**src/mhu_pkg.sv**
```systemverilog
package mhu_pkg;

    // Default number of fraction bits on the heading output
    localparam int HFB_DEFAULT   = 6;

    // Axis value the sensor reports on overflow
    localparam logic signed [15:0] OVF_MARK = -16'sd4096;

    // CORDIC datapath
    localparam int CORDIC_ITERS  = 61;
    localparam int CORDIC_W      = 64;
    localparam int PRESCALE      = 44;
    // angle accumulator is Q60 in units of 45 degrees
    localparam int ZFRAC         = 60;

    // Per-sample sideband that rides along the CORDIC pipeline
    typedef struct packed {
        logic               ok_res;   // transfer ok and no overflow
        logic               zero;     // both x and y are zero
        logic               swap;     // |y| > |x|, angle taken from 90
        logic               x_neg;
        logic               y_neg;
        logic signed [15:0] axis_x;
        logic signed [15:0] axis_y;
        logic signed [15:0] axis_z;
    } t_side;

    typedef struct packed {
        logic signed [CORDIC_W-1:0] x;
        logic signed [CORDIC_W-1:0] y;
        logic signed [CORDIC_W-1:0] z;
        t_side                      side;
    } t_cordic;

    // atan(2^-idx) in Q60 units of 45 degrees, evaluated at elaboration.
    // pi/4 from Machin's formula, atan(2^-i) from its power series,
    // then a 62-step long division gives the ratio.
    function automatic logic [63:0] mhu_eighth(input int idx);
        logic [63:0] p;
        logic [63:0] t;
        logic [63:0] s5;
        logic [63:0] s239;
        logic [63:0] quarter;
        logic [63:0] sum;
        logic [63:0] rem;
        logic [63:0] q;
        int          k;
        int          e;
        logic        done;
        // atan(1/5)
        s5 = '0;
        p  = (64'd1 << 62) / 64'd5;
        for (k = 0; k < 40; k++) begin
            if (p != 0) begin
                t = p / 64'(2 * k + 1);
                if (k[0]) s5 = s5 - t;
                else      s5 = s5 + t;
                p = p / 64'd25;
            end
        end
        // atan(1/239)
        s239 = '0;
        p    = (64'd1 << 62) / 64'd239;
        for (k = 0; k < 40; k++) begin
            if (p != 0) begin
                t = p / 64'(2 * k + 1);
                if (k[0]) s239 = s239 - t;
                else      s239 = s239 + t;
                p = p / 64'd57121;
            end
        end
        quarter = (s5 << 2) - s239;
        if (idx == 0) begin
            return 64'd1 << ZFRAC;
        end
        // atan(2^-idx) in Q62
        sum  = '0;
        done = 1'b0;
        for (k = 0; k < 32; k++) begin
            if (!done) begin
                e = idx * (2 * k + 1);
                if (e > 62) begin
                    done = 1'b1;
                end else begin
                    t = (64'd1 << (62 - e)) / 64'(2 * k + 1);
                    if (k[0]) sum = sum - t;
                    else      sum = sum + t;
                end
            end
        end
        // divide by pi/4
        rem = sum;
        q   = '0;
        for (k = 0; k < 62; k++) begin
            rem = rem << 1;
            q   = q << 1;
            if (rem >= quarter) begin
                rem  = rem - quarter;
                q[0] = 1'b1;
            end
        end
        return q >> 2;
    endfunction

endpackage

```
**src/mhu_back.sv**
```systemverilog
module mhu_back import mhu_pkg::*; #(
    parameter int HEADING_FRAC_BITS = HFB_DEFAULT
) (
    input  logic                         i_clk,
    input  logic                         i_rst_n,
    input  logic                         i_v,
    input  t_cordic                      i_d,
    output logic                         o_en,
    input  logic                         i_stall,
    output logic                         o_valid,
    output logic [HEADING_FRAC_BITS+8:0] o_heading,
    output logic signed [15:0]           o_axis_x,
    output logic signed [15:0]           o_axis_y,
    output logic signed [15:0]           o_axis_z,
    output logic                         o_valid_res
);

    localparam int F     = HEADING_FRAC_BITS;
    localparam int PW    = 51;               // (z >> 16) * 45
    localparam int SUMW  = PW + F + 1;
    localparam int QW    = 7 + F;            // up to 90 degrees
    localparam int HW    = 9 + F;            // up to 360 degrees
    localparam logic [SUMW-1:0] RND    = SUMW'(1) << 43;
    localparam logic [QW-1:0]   QUAD90 = QW'(90 * (2 ** F));
    localparam logic [HW:0]     HALF   = (HW+1)'(180 * (2 ** F));
    localparam logic [HW:0]     FULL   = (HW+1)'(360 * (2 ** F));
    localparam logic signed [CORDIC_W-1:0] ZMAX = CORDIC_W'(1) << ZFRAC;

    // ---- stage M: clamp angle and scale to degrees ----
    logic [ZFRAC:0]  zc;
    logic [PW-1:0]   zs, n_m_prod;
    logic [PW-1:0]   r_m_prod;
    t_side           r_m_side;
    logic            r_m_v, en_m;

    always_comb begin
        if (i_d.z[CORDIC_W-1]) begin
            zc = '0;
        end else if (i_d.z > ZMAX) begin
            zc = ZMAX[ZFRAC:0];
        end else begin
            zc = i_d.z[ZFRAC:0];
        end
        zs       = PW'(zc[ZFRAC:16]);
        // times 45 as shift-add
        n_m_prod = (zs << 5) + (zs << 3) + (zs << 2) + zs;
    end

    // ---- stage R: round to code, unfold the octant ----
    logic [SUMW-1:0] sum;
    logic [QW-1:0]   code, n_r_quad;
    logic [QW-1:0]   r_r_quad;
    t_side           r_r_side;
    logic            r_r_v, en_r;

    always_comb begin
        sum      = {1'b0, r_m_prod, {F{1'b0}}} + RND;
        code     = sum[44 +: QW];
        n_r_quad = r_m_side.swap ? (QUAD90 - code) : code;
    end

    // ---- stage Q: quadrant, wrap, output register ----
    logic [HW:0]     hq, h;
    logic [HW-1:0]   n_q_heading;
    logic [HW-1:0]   r_q_heading;
    t_side           r_q_side;
    logic            r_q_v, en_q;

    always_comb begin
        hq = (HW+1)'(r_r_quad);
        priority if (!r_r_side.x_neg && !r_r_side.y_neg) begin
            h = hq;
        end else if (r_r_side.x_neg && !r_r_side.y_neg) begin
            h = HALF - hq;
        end else if (r_r_side.x_neg) begin
            h = HALF + hq;
        end else begin
            h = FULL - hq;
        end
        if (h >= FULL) begin
            h = h - FULL;
        end
        if (!r_r_side.ok_res || r_r_side.zero) begin
            n_q_heading = '0;
        end else begin
            n_q_heading = h[HW-1:0];
        end
    end

    // enables: a stage moves when empty or when its word is taken
    assign en_q = !r_q_v || !i_stall;
    assign en_r = !r_r_v || en_q;
    assign en_m = !r_m_v || en_r;

    always_ff @(posedge i_clk) begin
        if (!i_rst_n) begin
            r_m_v <= 1'b0;
            r_r_v <= 1'b0;
            r_q_v <= 1'b0;
        end else begin
            if (en_m) r_m_v <= i_v;
            if (en_r) r_r_v <= r_m_v;
            if (en_q) r_q_v <= r_r_v;
        end
    end

    always_ff @(posedge i_clk) begin
        if (en_m) begin
            r_m_prod <= n_m_prod;
            r_m_side <= i_d.side;
        end
        if (en_r) begin
            r_r_quad <= n_r_quad;
            r_r_side <= r_m_side;
        end
        if (en_q) begin
            r_q_heading <= n_q_heading;
            r_q_side    <= r_r_side;
        end
    end

    assign o_en        = en_m;
    assign o_valid     = r_q_v;
    assign o_heading   = r_q_heading;
    assign o_axis_x    = r_q_side.axis_x;
    assign o_axis_y    = r_q_side.axis_y;
    assign o_axis_z    = r_q_side.axis_z;
    assign o_valid_res = r_q_side.ok_res;

endmodule

```
**config.mk**
```make
export PLATFORM = sky130hd
export DESIGN_NAME = mhu_back
export DESIGN_NICKNAME = d
export VERILOG_FILES = /design/src/mhu_pkg.sv /design/src/mhu_back.sv
export SDC_FILE = /design/constraint.sdc
export NUM_CORES = 1
export LEC_CHECK = 0
export ABC_CLOCK_PERIOD_IN_PS = 6900
export BUFFER_PORTS_ARGS = -buffer_cell sky130_fd_sc_hd__buf_2
export CAP_MARGIN = 20
export CORE_ASPECT_RATIO = 1.4
export CORE_MARGIN = 5
export CORE_UTILIZATION = 54
export DETAILED_ROUTE_END_ITERATION = 7
export GPL_ROUTABILITY_DRIVEN = 0
export GPL_TIMING_DRIVEN = 0
export PLACE_DENSITY_LB_ADDON = 0.12
export SLEW_MARGIN = 20
export SYNTH_ARGS = -nofsm -noshare
export SYNTH_HDL_FRONTEND = slang
export SYNTH_SLANG_ARGS = --single-unit
```
**constraint.sdc**
```tcl
create_clock -name i_clk -period 6.9 [get_ports i_clk]
set_clock_uncertainty 0.2 [all_clocks]
set_input_delay 0.345 -clock i_clk [delete_from_list [all_inputs] [get_ports i_clk]]
set_output_delay 0.345 -clock i_clk [all_outputs]
set_load 0.01 [all_outputs]
```
Yosys cells after proc, flatten, opt, wreduce, memory -nomap -nowiden:

Cells that the tools add are included.

* flip-flop bits (word level): 236
* output and inout port bits: 66
* logic and storage cells: 56

* add/sub/neg operators: 9
* $lt $le $gt $ge: 2
* multiplexer cells: 7
* reductions and logical operators: 13

Operators with widths (number)
* $mux 61: 2
* $gt 64x62->1 const B: 1
* $add 57x44->57 const B: 1
* $add 50x48->51: 1
* $add 51x45->51: 1
* $add 51x47->51: 1
* $mux 16: 3
* $ge 16x15->1 const B: 1
* $sub 15x13->16 const A: 1
* $add 14x13->15 const A: 1
* $mux 15: 1
* $sub 14x13->15 const A: 1
* $sub 15x15->15 const B: 1
* $mux 13: 1
* $sub 13x13->13 const A: 1
* $logic_not 1->1: 7
* $logic_or 1x1->1: 4
* $logic_and 1x1->1: 2

Longest topological paths before layout:

* depth in word-level cells: 6
* gate-level depth with buffers: 22
* gate-level depth less buffers: 19

Least setup slack after synthesis:

OpenSTA, ideal clock, no wires.

* path type: input -> register
* start: input i_d[77] in the netlist's numbering
* end: register r_m_prod[47], data pin
* library setup time: 0.270 ns
* data arrival time: 5.173 ns
* required time: 6.430 ns
* setup slack: 1.257 ns
* stages: 20
* cell sequence: clkbuf_1 > nor4_1 > nand4_1 > or4_1 > a21oi_1 > buf_2 > buf_2 > buf_2 > nand2_1 > fa_1 > fa_1 > inv_1 > ha_1 > and4_1 > nand3_1 > nor4_1 > o2111ai_1 > a31o_2 > o2111ai_1 > o311ai_1

* word-level cells in the longest chain between the ends: 6

RTL lines
* from (decl): RTL line mhu_back.sv:7 `input t_cordic i_d,`
* $gt 64x62->1: RTL line mhu_back.sv:39 `end else if (i_d.z > ZMAX) begin`
* $mux 61 *: RTL line mhu_back.sv:39
* $mux 61 *: RTL line mhu_back.sv:37 `if (i_d.z[CORDIC_W-1]) begin`
* $add 50x48->51: RTL line mhu_back.sv:46 `n_m_prod = (zs << 5) + (zs << 3) + (zs << 2) + zs;`
* $add 51x47->51: RTL line mhu_back.sv:46
* $add 51x45->51 *: RTL line mhu_back.sv:46
* named net n_m_prod[47]: RTL line mhu_back.sv:31 `logic [PW-1:0] zs, n_m_prod;`
* to (signal assigned): RTL line mhu_back.sv:109 `r_m_prod <= n_m_prod;`
* to (decl): RTL line mhu_back.sv:32 `logic [PW-1:0] r_m_prod;`

Mark *: on every way through the listed nets, which the timed path passes. The rest lies on a longest branch.
A chain may end at the register's enable or synchronous reset.

Worst setup path in the final report:

* start: input i_d[87] in the netlist's numbering
* end: register r_m_prod[47], data pin

The elaborated chain is that of the path after synthesis.

==> impl_metrics.py <==
metrics = {
    "finish": {
        "proportion_of_layout_cells_with_a_drive_suffix_above_1": 0.179,
        "final_area_um2": 14400,
        "syn2layout_area_growth_pct": 20.1,
        "final_nets": 1647,
        "finish.utilization": 0.660,
    },
    "timing": {
        "period_needed_ps": 6410,
        "timing.final.setup_violations": 0,
        "setup_slack_ps": 491,
        "period_share": 0.929,
        "final-hold-violation-count": 0,
        "worst-slew-pin-transition_ps": 1040,
        "report.final.slew_viol_count": 0,
        "setup_tns_ps": 0,
        "grt_setup_unrepaired": "false",
        "hold-worst-slack_ps": 34.7,
        "timing.slew.headroom": 0.285,
        "fmaxAchievable_mhz": 156,
    },
    "pwr": {
        "power.ir.vdd_worst_v": 0.000186,
        "power-per-cell-area_nw_per_um2": 234,
        "cellLeakagePower_nw": 6.27,
    },
    "synthesis": {
        "synthesis.yosys.warnings": 0,
        "seq_area_frac_synth": 0.495,
        "synth_top_area_frac": 0.490,
        "synth_top_cells_by_count": "196 x edfxtp_1, 120 x nand2_1, 114 x inv_1",
        "async_flop_share": 0,
        "synth_area_per_cell_um2": 11.5,
        "yosysUniqueCellTypes": 69,
        "synth_enable_flop_cells": 196,
        "synthFlopType": "edfxtp_1",
        "synth_top_cells_by_area": "edfxtp_1 49%, fa_1 8.3%, ha_1 7.2%",
        "synth.largest_area_cell": "edfxtp_1",
        "synth_nets": 1410,
        "synth_most_common_cell": "edfxtp_1",
        "post_synth_inst_count": 1042,
        "yosys_register_bits": 199,
        "synth_area_um2": 12000,
    },
    "setup_path": {
        "regToRegSetupSlack_ps": 3400,
        "path_max_fanout": 10,
        "worstPathRequired_ps": 6860,
        "worst-endpoint-arrival_ps": 6370,
        "critPathKind": "in -> reg",
        "timing.reg2reg.worst_path_depth": 11,
        "cp-end-kind": "flop",
        "rr_endpoint": "o_heading[10]",
        "reg2reg_from": "r_r_quad[1]",
        "critPathLaunchType": "input pin",
    },
    "min_path": {
        "worst_hold_path_type": "in -> reg",
        "worst_hold_launch": "i_stall",
        "holdPathEnd": "o_valid",
        "whs_path_depth": 3,
    },
    "floorplanning": {
        "core_area_um2": 21900,
        "floorplan.initialDensity": 0.550,
        "die_y_um": 187,
        "std_cell_rows": 64,
        "boundaryPins": 315,
        "total_die_area_um2": 25400,
        "die-width_um": 136,
    },
    "cts": {
        "cts_tree": "done",
        "number_of_clock_sinks_seen_by_cts": 199,
        "clock_slew_at_the_register_clock_pins_of_the_worst_setup_and_hold_paths_ps": 70,
        "htreeDepth": 4,
        "numCtsBuffers": 17,
        "clock_path_buffers": 2,
        "ctsRootBufferMaster": "clkbuf_16",
        "insertion_delay_ps": 430,
        "cts_setup_buffers": 0,
    },
    "grt": {
        "first_global_vias": 8482,
        "number_of_antenna_violations_at_the_first_check_in_global_routing": 6,
        "grt_pass1_wl_mm": 40.6,
        "gr-usage-all-layers": 0.200,
        "grt_max_degree": 62,
        "grt_overflow": 0,
    },
    "flow_run": {
        "cap_viol_max_count": 0,
    },
    "placement": {
        "portBuffers": 159,
        "hpwl_mm": 19.3,
        "placedInstanceArea_um2": 13300,
        "placement_stage_worst_setup_slack_ps": -260,
    },
    "detailed_routing": {
        "postRouteWirelength_mm": 24.7,
        "first_pass_iters": 5,
        "via_count": 8304,
        "post-route-drc-count": 0,
        "drt-vias-per-instance": 5.21,
        "postRouteAntennaNets": 0,
        "avgRoutedWirePerCell_um": 15.5,
        "drt_iter0_markers": 368,
    },
    "run_status": {
        "outcome": "finished clean",
    },
}
==> layer usage <==
layer / share of wire / vias to the layer above / global-route usage
li1: - / 4149 / -
met1: 0.38 / 3863 / 0.228
met2: 0.54 / 239 / 0.365
met3: 0.050 / 53 / 0.0369
met4: 0.033 / 0 / 0.0791
met5: 0 / - / 0
==> critical path, cell delays in order <==
cell and delay [ps]:
clkbuf_1 220, nor4_1 530, nand4_1 190, or4_1 580
a21oi_1 230, buf_2 250, buf_2 250, buf_2 270
nand2_1 240, fa_1 550, fa_1 520, inv_1 40
ha_1 340, and4_1 230, nand3_1 130, nor4_2 480
o2111ai_1 300, a31o_2 350, o2111ai_1 190, o311ai_1 120
==> through the flow <==
| stage | std cells | power, mW |
|---|---|---|
| floorplan | 1042 | 2.22 |
| global placement | 1498 | 2.42 |
| detailed placement | 1501 | 2.45 |
| CTS | 1588 | 3.40 |
| global route | 1594 | 3.60 |
| finish | 1594 | 3.38 |
==> flip-flops by register name, summed over array words and instances (netlist names) <==
signal and count:
r_r_side 52, o_heading 15, o_axis_x 16, r_m_side 53
r_r_quad 13, o_valid 1, r_m_prod 14, o_axis_y 16
r_r_v 1, r_m_v 1, o_valid_res 1, o_axis_z 16
==> report_power, final <==
group | internal [mW] | total [mW] | switching (mW) | leakage, nW
registers | 1.48 | 1.57 | 0.0922 | 2.12
logic | 0.383 | 0.877 | 0.494 | 3.87
clock network | 0.479 | 0.933 | 0.454 | 0.274
==> cells by family after synthesis <==
| family | count (synthesis) | synth area share |
|---|---|---|
| and+or+nand+nor | 273 | 0.110 |
| adders and majority gates | 140 | 0.173 |
| buffers and inverters | 164 | 0.0526 |
| DFF | 199 | 0.495 |
| xor gates and xnor gates | 100 | 0.0729 |
| muxes | 7 | 0.00646 |
| AOI/OAI and AO/OA | 159 | 0.0905 |
==> layout make-up <==
type                    instances  area [um2]
fillers                      1708        7430
flip-flops and latches        199        5950
multi-input cells             679        5460
plain buffers                  50         204
clock inverters                13         140
well taps                     297         372
diodes                          6        15.0
repair buffers                218        1440
clock buffers                  18         429
inverters                     114         430
==> layout by cell type (no fill, tap or decap), types with 5 or more instances in the layout <==
cell type,instances
and3_1,9
a211oi_1,6
fa_1,50
clkbuf_16,17
edfxtp_1,196
nand4_1,16
nand2b_1,8
a21oi_1,45
a31o_2,7
or3_1,6
nor4_1,18
o211ai_1,5
inv_1,113
buf_2,172
xor2_1,14
ha_1,69
a21o_1,19
o21ai_0,22
and2_1,17
diode_2,6
xnor2_1,86
nand2_1,118
clkbuf_1,37
maj3_1,21
a31oi_1,6
nor3_1,10
dlygate4sd3_1,56
nor2_1,33
nand3_1,15
==> what timing repair did <==
action / in CTS / in global routing
gates resized for setup: 0 / 1
hold buffers: 56 / 0
endpoints found under the hold margin: 56 / 0
setup endpoints to repair: 0 / 1
==> worst max path at each step <==
stage / startpoint / to / slack (ps) / cells past startpoint
global route: i_d[87] / r_m_prod[47] / 150 / 20
finish: i_d[87] / r_m_prod[47] / 490 / 20
global placement: i_d[87] / r_m_prod[47] / -220 / 20
CTS: i_d[87] / r_m_prod[47] / 180 / 20
floorplan: i_d[77] / r_m_prod[47] / 1260 / 20
detailed placement: i_d[87] / r_m_prod[47] / -260 / 20
(Power assumes the default switching activity.)
