## src/mhu_pkg.sv

```systemverilog
package mhu_pkg;

    // Default number of fraction bits on the heading output
    localparam int HFB_DEFAULT   = 6;

    // Axis value the sensor reports on overflow
    localparam logic signed [15:0] OVF_MARK = -16'sd4096;

    // CORDIC datapath
    localparam int CORDIC_ITERS  = 61;
    localparam int CORDIC_W      = 64;
    localparam int PRESCALE      = 44;
    // angle accumulator is Q60 in units of 45 degrees
    localparam int ZFRAC         = 60;

    // Per-sample sideband that rides along the CORDIC pipeline
    typedef struct packed {
        logic               ok_res;   // transfer ok and no overflow
        logic               zero;     // both x and y are zero
        logic               swap;     // |y| > |x|, angle taken from 90
        logic               x_neg;
        logic               y_neg;
        logic signed [15:0] axis_x;
        logic signed [15:0] axis_y;
        logic signed [15:0] axis_z;
    } t_side;

    typedef struct packed {
        logic signed [CORDIC_W-1:0] x;
        logic signed [CORDIC_W-1:0] y;
        logic signed [CORDIC_W-1:0] z;
        t_side                      side;
    } t_cordic;

    // atan(2^-idx) in Q60 units of 45 degrees, evaluated at elaboration.
    // pi/4 from Machin's formula, atan(2^-i) from its power series,
    // then a 62-step long division gives the ratio.
    function automatic logic [63:0] mhu_eighth(input int idx);
        logic [63:0] p;
        logic [63:0] t;
        logic [63:0] s5;
        logic [63:0] s239;
        logic [63:0] quarter;
        logic [63:0] sum;
        logic [63:0] rem;
        logic [63:0] q;
        int          k;
        int          e;
        logic        done;
        // atan(1/5)
        s5 = '0;
        p  = (64'd1 << 62) / 64'd5;
        for (k = 0; k < 40; k++) begin
            if (p != 0) begin
                t = p / 64'(2 * k + 1);
                if (k[0]) s5 = s5 - t;
                else      s5 = s5 + t;
                p = p / 64'd25;
            end
        end
        // atan(1/239)
        s239 = '0;
        p    = (64'd1 << 62) / 64'd239;
        for (k = 0; k < 40; k++) begin
            if (p != 0) begin
                t = p / 64'(2 * k + 1);
                if (k[0]) s239 = s239 - t;
                else      s239 = s239 + t;
                p = p / 64'd57121;
            end
        end
        quarter = (s5 << 2) - s239;
        if (idx == 0) begin
            return 64'd1 << ZFRAC;
        end
        // atan(2^-idx) in Q62
        sum  = '0;
        done = 1'b0;
        for (k = 0; k < 32; k++) begin
            if (!done) begin
                e = idx * (2 * k + 1);
                if (e > 62) begin
                    done = 1'b1;
                end else begin
                    t = (64'd1 << (62 - e)) / 64'(2 * k + 1);
                    if (k[0]) sum = sum - t;
                    else      sum = sum + t;
                end
            end
        end
        // divide by pi/4
        rem = sum;
        q   = '0;
        for (k = 0; k < 62; k++) begin
            rem = rem << 1;
            q   = q << 1;
            if (rem >= quarter) begin
                rem  = rem - quarter;
                q[0] = 1'b1;
            end
        end
        return q >> 2;
    endfunction

endpackage

```

## src/mhu_front.sv

```systemverilog
module mhu_front import mhu_pkg::*; (
    input  logic          i_clk,
    input  logic          i_rst_n,
    input  logic          i_valid,
    input  logic          i_transfer_ok,
    input  logic [7:0]    i_x_high,
    input  logic [7:0]    i_x_low,
    input  logic [7:0]    i_z_high,
    input  logic [7:0]    i_z_low,
    input  logic [7:0]    i_y_high,
    input  logic [7:0]    i_y_low,
    input  logic          i_next_en,
    output logic          o_en,
    output logic          o_v,
    output t_cordic       o_d
);

    logic signed [15:0] x, y, z;
    logic        [16:0] ax, ay, d, n;
    logic               ovf;
    logic               en;
    t_cordic            n_d;
    t_cordic            r_d;
    logic               r_v;

    // assemble axes, MSB first
    assign x = signed'({i_x_high, i_x_low});
    assign y = signed'({i_y_high, i_y_low});
    assign z = signed'({i_z_high, i_z_low});

    assign ovf = (x == OVF_MARK) || (y == OVF_MARK) || (z == OVF_MARK);

    // magnitudes, 17 bits so that -32768 fits
    assign ax = x[15] ? (17'd0 - {x[15], x}) : {1'b0, x};
    assign ay = y[15] ? (17'd0 - {y[15], y}) : {1'b0, y};

    // fold into the first octant: n <= d
    always_comb begin
        n_d = '0;
        n_d.side.swap = (ay > ax);
        d = n_d.side.swap ? ay : ax;
        n = n_d.side.swap ? ax : ay;
        n_d.x = signed'({3'b000, d, {PRESCALE{1'b0}}});
        n_d.y = signed'({3'b000, n, {PRESCALE{1'b0}}});
        n_d.z = '0;
        n_d.side.ok_res = i_transfer_ok && !ovf;
        n_d.side.zero   = (x == 16'sd0) && (y == 16'sd0);
        n_d.side.x_neg  = x[15];
        n_d.side.y_neg  = y[15];
        n_d.side.axis_x = i_transfer_ok ? x : 16'sd0;
        n_d.side.axis_y = i_transfer_ok ? y : 16'sd0;
        n_d.side.axis_z = i_transfer_ok ? z : 16'sd0;
    end

    // stage moves when empty or when downstream takes its word
    assign en = !r_v || i_next_en;

    always_ff @(posedge i_clk) begin
        if (!i_rst_n) begin
            r_v <= 1'b0;
        end else if (en) begin
            r_v <= i_valid;
        end
    end

    always_ff @(posedge i_clk) begin
        if (en) begin
            r_d <= n_d;
        end
    end

    assign o_en = en;
    assign o_v  = r_v;
    assign o_d  = r_d;

endmodule

```

## config.mk

```make
export PLATFORM = sky130hd
export DESIGN_NAME = mhu_front
export DESIGN_NICKNAME = d
export VERILOG_FILES = /design/src/mhu_pkg.sv /design/src/mhu_front.sv
export SDC_FILE = /design/constraint.sdc
export NUM_CORES = 1
export LEC_CHECK = 0
export ABC_AREA = 1
export BUFFER_PORTS_ARGS = -buffer_cell sky130_fd_sc_hd__buf_2
export CORE_MARGIN = 5
export CORE_UTILIZATION = 45
export CTS_CLUSTER_DIAMETER = 80
export DETAILED_ROUTE_END_ITERATION = 10
export PLACE_DENSITY_LB_ADDON = 0.15
export SYNTH_ARGS = -nofsm -noshare
export SYNTH_HDL_FRONTEND = slang
export SYNTH_SLANG_ARGS = --single-unit
```

## constraint.sdc

```tcl
create_clock -name i_clk -period 3.3 [get_ports i_clk]
set_clock_uncertainty 0.15 [all_clocks]
set_input_delay 0.33 -clock i_clk [delete_from_list [all_inputs] [get_ports i_clk]]
set_output_delay 0.33 -clock i_clk [all_outputs]
set_load 0.005 [all_outputs]
```

Yosys cells after proc, flatten, opt, wreduce, memory -nomap -nowiden --
Index checks and enable logic that the tools add are counted. Widths: inputs -> output; s select.
Word-level totals: memories kept 0, bits in latches 0, bits in read-only memories 0, logic and storage cells 30, register bits after elaboration 88, output and inout bits 247, bits in writable memories 0, input bits 53
Cells by class: $mul 0, shifts and indexed selects 0, $add $sub $neg 2, $lt $le $gt $ge 1, div/mod/pow operators 0, bitwise operators 0, equal/unequal tests 3, reductions and logical operators 9, muxes and demuxes 4
Operators with widths (number):
- $mux 17 | 4
- $eq 16x13->1 const B | 3
- $sub 1x16->17 const A | 2
- $logic_not 16->1 | 2
- $gt 17x17->1 | 1
- $logic_or 1x1->1 | 3
- $logic_and 1x1->1 | 2
- $logic_not 1->1 | 2

Depth between registers and ports, before layout --
Gate-level depths: netlist (run 1).
depth in word-level cells 5, mapped depth 22, gate-level depth less buffers 21

Worst setup path after synthesis (run 1) --
No wires, ideal clock.
path kind input port to flip-flop, start input port i_next_en, end register r_v, in the netlist o_v, required time 2894 ps, path slack 437 ps, library setup time 256 ps, stages 3, path buffers 0, arrival 2457 ps, path through inv_1 nand2_1 a21boi_0
On the way: cells in the longest elaborated chain, start to end 1
Ends and longest elaborated chain:
- start: declaration | line mhu_front.sv:12 | input logic i_next_en,
- $logic_or 1x1->1 | line mhu_front.sv:56 | assign en = !r_v || i_next_en;
- named net o_en | line mhu_front.sv:13 | output logic o_en,
- end signal: assignment | line mhu_front.sv:62 | r_v <= i_valid;
- end: declaration | line mhu_front.sv:24 | logic r_v;
The timed path passes the listed nets, and every way through them passes these cells. A chain may end at the register's enable or synchronous reset.

Worst setup path in the final report (run 1) --
start input port i_x_low[0], end register r_d, in the netlist o_d[171] (data pin)
On the way: cells in the longest elaborated chain, start to end 4
Ends and longest elaborated chain:
- start: declaration | line mhu_front.sv:7 | input logic [7:0] i_x_low,
- $sub 1x16->17 | line mhu_front.sv:34 | assign ax = x[15] ? (17'd0 - {x[15], x}) : {1'b0, x};
- $mux 17 * | line mhu_front.sv:34
- $gt 17x17->1 | line mhu_front.sv:40 | n_d.side.swap = (ay > ax);
- $mux 17 * | line mhu_front.sv:42 | n = n_d.side.swap ? ax : ay;
- named net n[10] | line mhu_front.sv:19 | logic [16:0] ax, ay, d, n;
- end signal: assignment | line mhu_front.sv:68 | r_d <= n_d;
- end: declaration | line mhu_front.sv:23 | t_cordic r_d;
The timed path passes the listed nets; every way through them passes the cells marked *.

==> flow_summary_export.csv, run 1 <==
group,metric,value,unit
synth,synth_area_leaders,"edfxtp_1 (42%), buf_4 (20%), nand2_1 (12%)",
clock_tree,ctsHoldBuffers,0,
clock_tree,cts_max_level,3,
worst_setup_path,critPathSlowestCell,"or2_2",
route,drc_errors,0,
worst_setup_path,end_kind,"flip-flop",
placement,gp_congestion,0.826,
sta,final-setup-viol-count,0,
sta,tightest_slew,931,ps
worst_setup_path,crit_path_start_kind,"input port",
clock_tree,ctsResizeCount,0,
route,dr.pass1.iters,4,
clock_tree,cts_root_buf,"clkbuf_16",
clock_tree,clk_pin_slew_worst_paths,60,ps
placement,dp_slack,121,ps
synth,synthCells,738,
grt,grt_max_degree,50,
sta,final.setup.tns,0,ps
worst_setup_path,crit_type,"input port to flip-flop",
worst_setup_path,crit_chain,"buf_2 -> inv_2 -> ha_1 -> nand3_1 -> o21ai_1 -> or2_2 -> nand2_1 -> inv_1 -> ha_1 -> nand2_1 -> nor2_2 -> nand3b_1 -> nor2_2 -> nor2_2 -> nand2_4 -> nand2_2 -> buf_4 -> nand2_1 -> nand2_1",
final_layout,final_cell_area,6790,µm²
sta,fin_crit_sh,85.6,%
flow_run,maxCapViolations,0,
synth,synth_warnings,0,
grt,grt_pass1_wl,21.5,mm
final_layout,drive_above_1_share,21.7,%
worst_setup_path,required,3250,ps
final_layout,diodes,0,
synth,synth_top_area_cell,"edfxtp_1",
synth,ys_seq_elements,88,
worst_setup_path,reg2reg_from,"o_v$_SDFFE_PN0P_",
clock_tree,postCtsSetupBuffers,0,
synth,avgSynthCellArea,8.34,µm²
sta,relSlewSlack,37.9,%
placement,dpl.cell_count,1049,
sta,hold_viol,0,
synth,netlist_area,6160,µm²
synth,synth_edf_count,87,
grt,grt-ovfl-total,0,
floorplanning,start_util,46.1,%
sta,fmaxAchievable,0.354,GHz
worst_setup_path,cpPeakStageDelay,290,ps
worst_setup_path,arrival,2770,ps
pwr,p_per_area,454,nW/µm²
final_layout,syn_to_final_growth,10.2,%
sta,setup_slack,475,ps
run_status,status,"complete, no violations",
synth,synth-main-ff-cell,"edfxtp_1",
floorplanning,io-pin-count,300,
clock_tree,cts_buffers,9,
floorplanning,die_x,127,µm
final_layout,layout_commonest_cell,"nand2_1",
floorplanning,core,13300,µm²
floorplanning,dieArea,16100,µm²
placement,dpl-instance-area,6490,µm²
min_path,min_delay_path_depth,3,
floorplanning,die_y,127,µm
placement,placement.io_buffers,141,
clock_tree,cts_tree,"yes",
synth,synthDominantCellAreaShare,42.4,%
final_layout,fin_nets,956,
min_path,worstHoldStart,"i_valid",
clock_tree,clk_latency,340,ps
route,ant_nets,0,
final_layout,final_cell_mix,"nand2_1 (204), conb_1 (162), buf_2 (141), inv_1 (105), edfxtp_1 (87)",
route,vias,4479,
route,wl_per_cell,13.6,µm
worst_setup_path,crit_path_frequent_cell,"nand2_1",
final_layout,fin_util,50.9,%
grt,antenna_found_initial,0,
sta,slew_violations,0,
synth,async_flop_share,0,%
route,vias_per_cell,4.21,
worst_setup_path,crit_path_max_fanout,20,
grt,grt_use_total,17.1,%
final_layout,num-fill-cells,1323,
floorplanning,rows,42,
sta,fin_crit,2830,ps
clock_tree,cts_sinks,88,
pwr,ir_worst_vdd,208,µV
synth,yosysUniqueCellTypes,33,
sta,rsz0062_at_grt,"no",
route,routed_wl,14.5,mm
synth,synth-seq-area-share,42.8,%
clock_tree,cts_buffer_depth,2,
worst_setup_path,rrSetupSlack,1640,ps
route,first_iter_violations,359,
grt,grt_pass1_vias,4131,
worst_setup_path,cp-startpoint,"i_x_low[0]",
placement,hpwl,11.6,mm
min_path,hp-class,"input port to flip-flop",
pwr,p_leak,3.94,nW
final_layout,fin_cells,1065,
worst_setup_path,worst-r2r-cell-count,2,
final cells by class:
| type | count | area (µm²) | area share, % |
|---|---|---|---|
| Timing Repair Buffer | 151 | 806 | 11.9 |
| Multi-Input combinational cell | 525 | 2420 | 35.7 |
| Sequential cell | 88 | 2630 | 38.8 |
| Clock inverter | 7 | 70.1 | 1.03 |
| Inverter | 109 | 409 | 6.03 |
| Tap cell | 176 | 220 | 3.24 |
| Clock buffer | 9 | 225 | 3.32 |
layer usage:
| metal | GRT usage (%) | part of all wire [%] | wire, µm | up-vias |
|---|---|---|---|---|
| li1 | - | - | - | 2283 |
| met1 | 21.4 | 42 | 6050 | 2001 |
| met2 | 29.3 | 49 | 7130 | 176 |
| met3 | 2.80 | 6.8 | 978 | 19 |
| met4 | 7.26 | 2.1 | 306 | 0 |
| met5 | 0 | 0 | 0 | - |
Yosys cell counts (2+ instances only):
cell type / number
nand2_1: 205
buf_4: 161
inv_1: 105
edfxtp_1: 87
nand3_1: 46
nor2_1: 27
ha_1: 19
nand3_2: 10
o21ai_0: 7
xor2_1: 7
buf_2: 6
clkbuf_1: 6
a21oi_1: 5
nor3_1: 5
inv_2: 4
nand3b_1: 4
nand4_1: 4
nor2_2: 4
o21ai_1: 3
or2_2: 3
xnor2_1: 3
a21o_1: 2
buf_6: 2
conb_1: 2
nand2_2: 2
nor4_1: 2
kinds of logic after synthesis:
family                     synth area share, %
and+or+nand+nor                           22.1
buffers and inverters                     27.7
DFF                                       42.8
AOI/OAI and AO/OA                         1.99
adders and majority gates                 3.86
xor gates and xnor gates                  1.42
other                                    0.122
final timing paths:
kind,end
max,o_d[171]$_DFFE_PP_
min,o_v$_SDFFE_PN0P_
max reg2reg,o_d[239]$_DFFE_PP_
min reg2reg,o_v$_SDFFE_PN0P_
report_power, final:
part / switching, mW / internal [mW]
Clock: 0.444 / 0.585
Sequential: 0.0325 / 1.38
Combinational: 0.410 / 0.231
Total: 0.886 / 2.20
per-stage QoR:
step | power [mW] | hold slack [ps]
after floorplan | 1.95 | 279
after global placement | 2.07 | 432
after detailed placement | 2.08 | 435
after CTS | 3.11 | 60.9
after global routing | 3.25 | 85.5
final | 3.08 | 72.5
worst max-delay path: cells and delay by family:
kind / cells / cell delay, ps
simple gates: 12 / 1340
fa+ha+maj: 2 / 480
buf+inv: 4 / 470
compound gates: 1 / 140
state kept, by name (all words and copies together) (netlist names):
register and flops:
o_d 87, o_v 1
Note: power is estimated with default switching activity, not from simulation.
==> run 2, diff against run 1 <==
--- a/config.mk
+++ b/config.mk
@@ -7,6 +7,7 @@
 export LEC_CHECK = 0
 export ABC_AREA = 1
 export BUFFER_PORTS_ARGS = -buffer_cell sky130_fd_sc_hd__buf_2
+export CORE_ASPECT_RATIO = 0.7
 export CORE_MARGIN = 5
 export CORE_UTILIZATION = 45
 export CTS_CLUSTER_DIAMETER = 80
==> run 2 against run 1 <==
Against the previous run: design area up 1.1%; hold slack better by 12 ps; power up 4.9%; utilization up 0.88 points; non-clock buffer count up 2; count of clock-buffer cells in the layout unchanged; combinational power up 0.8%; die area up 0.24%.
==> flow_summary_export.csv, run 2 (synthesis results as in run 1) <==
group,metric,value,unit
floorplanning,core,13300,µm²
clock_tree,cts_sinks,88,
floorplanning,rows,35,
grt,grt_pass1_vias,4159,
sta,fmaxAchievable,0.351,GHz
final_layout,fin_util,51.7,%
pwr,internal-power,2.36,mW
pwr,p_per_area,471,nW/µm²
worst_setup_path,required,3250,ps
pwr,p_leak,3.98,nW
route,routed_wl,14.1,mm
sta,tightest_slew,927,ps
final_layout,fin_nets,958,
grt,grt_pass1_wl,21.2,mm
floorplanning,die_y,108,µm
floorplanning,start_util,46.4,%
placement,placement.io_buffers,141,
sta,setup_slack,451,ps
clock_tree,cts_buffers,9,
floorplanning,die_x,150,µm
final_layout,drive_above_1_share,22.0,%
clock_tree,cts_max_level,3,
final_layout,layout_commonest_cell,"nand2_1",
sta,fin_crit_sh,86.3,%
worst_setup_path,crit_path_frequent_cell,"nand2_1",
placement,gp_congestion,0.854,
final_layout,num-fill-cells,1364,
route,drc_errors,0,
grt,grt_max_degree,53,
worst_setup_path,crit_chain,"buf_2 -> inv_2 -> ha_1 -> nand3_1 -> o21ai_1 -> or2_2 -> nand2_1 -> inv_1 -> ha_1 -> nand2_1 -> nor2_2 -> nand3b_1 -> nor2_2 -> nor2_2 -> nand2_4 -> nand2_2 -> buf_4 -> nand2_1 -> nand2_1",
flow_run,maxCapViolations,0,
pwr,switching_share,27.1,%
pwr,clock_power_share,36.4,%
sta,relSlewSlack,38.2,%
worst_setup_path,crit_type,"input port to flip-flop",
clock_tree,clk_pin_slew_worst_paths,60,ps
pwr,ir_worst_vdd,310,µV
clock_tree,ctsHoldBuffers,0,
worst_setup_path,crit_path_max_fanout,20,
sta,rsz0062_at_grt,"no",
placement,dpl.cell_count,1060,
clock_tree,clk_latency,340,ps
clock_tree,ctsResizeCount,0,
route,vias,4484,
sta,slew_violations,0,
route,wl_per_cell,13.1,µm
placement,hpwl,11.3,mm
pwr,p_comb_share,20.0,%
placement,dp_slack,101,ps
pwr,power_frac_seq,43.7,%
clock_tree,cts_root_buf,"clkbuf_16",
worst_setup_path,crit_path_start_kind,"input port",
sta,hold_viol,0,
clock_tree,postCtsSetupBuffers,0,
worst_setup_path,arrival,2800,ps
worst_setup_path,cpPeakStageDelay,290,ps
final_layout,fin_cells,1076,
worst_setup_path,end_kind,"flip-flop",
sta,final-setup-viol-count,0,
final_layout,syn_to_final_growth,11.5,%
pwr,switching_power,0.877,mW
final_layout,largest_reg_flops,87,
route,first_iter_violations,198,
sta,final.setup.tns,0,ps
grt,grt_use_total,17.0,%
grt,antenna_found_initial,0,
sta,fin_crit,2850,ps
min_path,hp-class,"input port to flip-flop",
clock_tree,cts_buffer_depth,2,
run_status,status,"complete, no violations",
floorplanning,io-pin-count,300,
final_layout,diodes,0,
clock_tree,cts_tree,"yes",
route,ant_nets,0,
worst_setup_path,critPathSlowestCell,"or2_2",
route,vias_per_cell,4.17,
grt,grt-ovfl-total,0,
route,dr.pass1.iters,4,
final_layout,final_cell_mix,"nand2_1 (204), conb_1 (162), buf_2 (141), inv_1 (105), edfxtp_1 (87)",
pwr,power,3.23,mW
floorplanning,dieArea,16200,µm²
## run 2: cell type report
cell class / instances / area, µm² / area share [%]
multi-input combinational: 525 / 2420 / 35.3
clock inverter: 7 / 120 / 1.75
inverter: 109 / 409 / 5.96
tap: 185 / 231 / 3.37
sequential: 88 / 2630 / 38.4
timing repair buffer: 153 / 821 / 12.0
clock buffer: 9 / 225 / 3.28
## run 2: routing by layer
| metal | vias up | track usage (%) | part of all wire [%] | wire [µm] |
|---|---|---|---|---|
| met4 | 0 | 4.57 | 1.1 | 155 |
| met5 | - | 0 | 0 | 0 |
| met2 | 189 | 26.1 | 45 | 6330 |
| li1 | 2275 | - | - | - |
| met1 | 2009 | 23.6 | 44 | 6270 |
| met3 | 11 | 4.50 | 9.7 | 1380 |
## run 2: power by group through the flow
stage	logic, mW	clock network, mW	registers (mW)
6_report	0.646	1.18	1.41
5_1_grt	0.738	1.25	1.42
4_1_cts	0.647	1.20	1.41
3_5_place_dp	0.646	0	1.44
3_3_place_gp	0.643	0	1.44
2_1_floorplan	0.490	0	1.46
## run 2: path summary, 6_finish.rpt
path | startpoint | to | slack (ps) | depth (start not counted)
min reg2reg | o_v$_SDFFE_PN0P_ | o_d[49]$_DFFE_PP_ | 930 | 1
min | i_valid | o_v$_SDFFE_PN0P_ | 80 | 3
max | i_x_low[0] | o_d[162]$_DFFE_PP_ | 450 | 19
max reg2reg | o_v$_SDFFE_PN0P_ | o_d[27]$_SDFFCE_PN0P_ | 1660 | 2
## run 2: through the flow
stage / hold slack, ps / instance area [µm²]
floorplan: 279 / 6760
global placement: 446 / 6520
detailed placement: 442 / 6520
CTS: 75.1 / 6860
global route: 100 / 6860
finish: 84.5 / 6860
## run 2: worst max-delay path: cells and delay by family
| family | cells | cell delay [ps] |
|---|---|---|
| compound gates | 1 | 140 |
| fa+ha+maj | 2 | 490 |
| buf+inv | 4 | 470 |
| simple gates | 12 | 1360 |
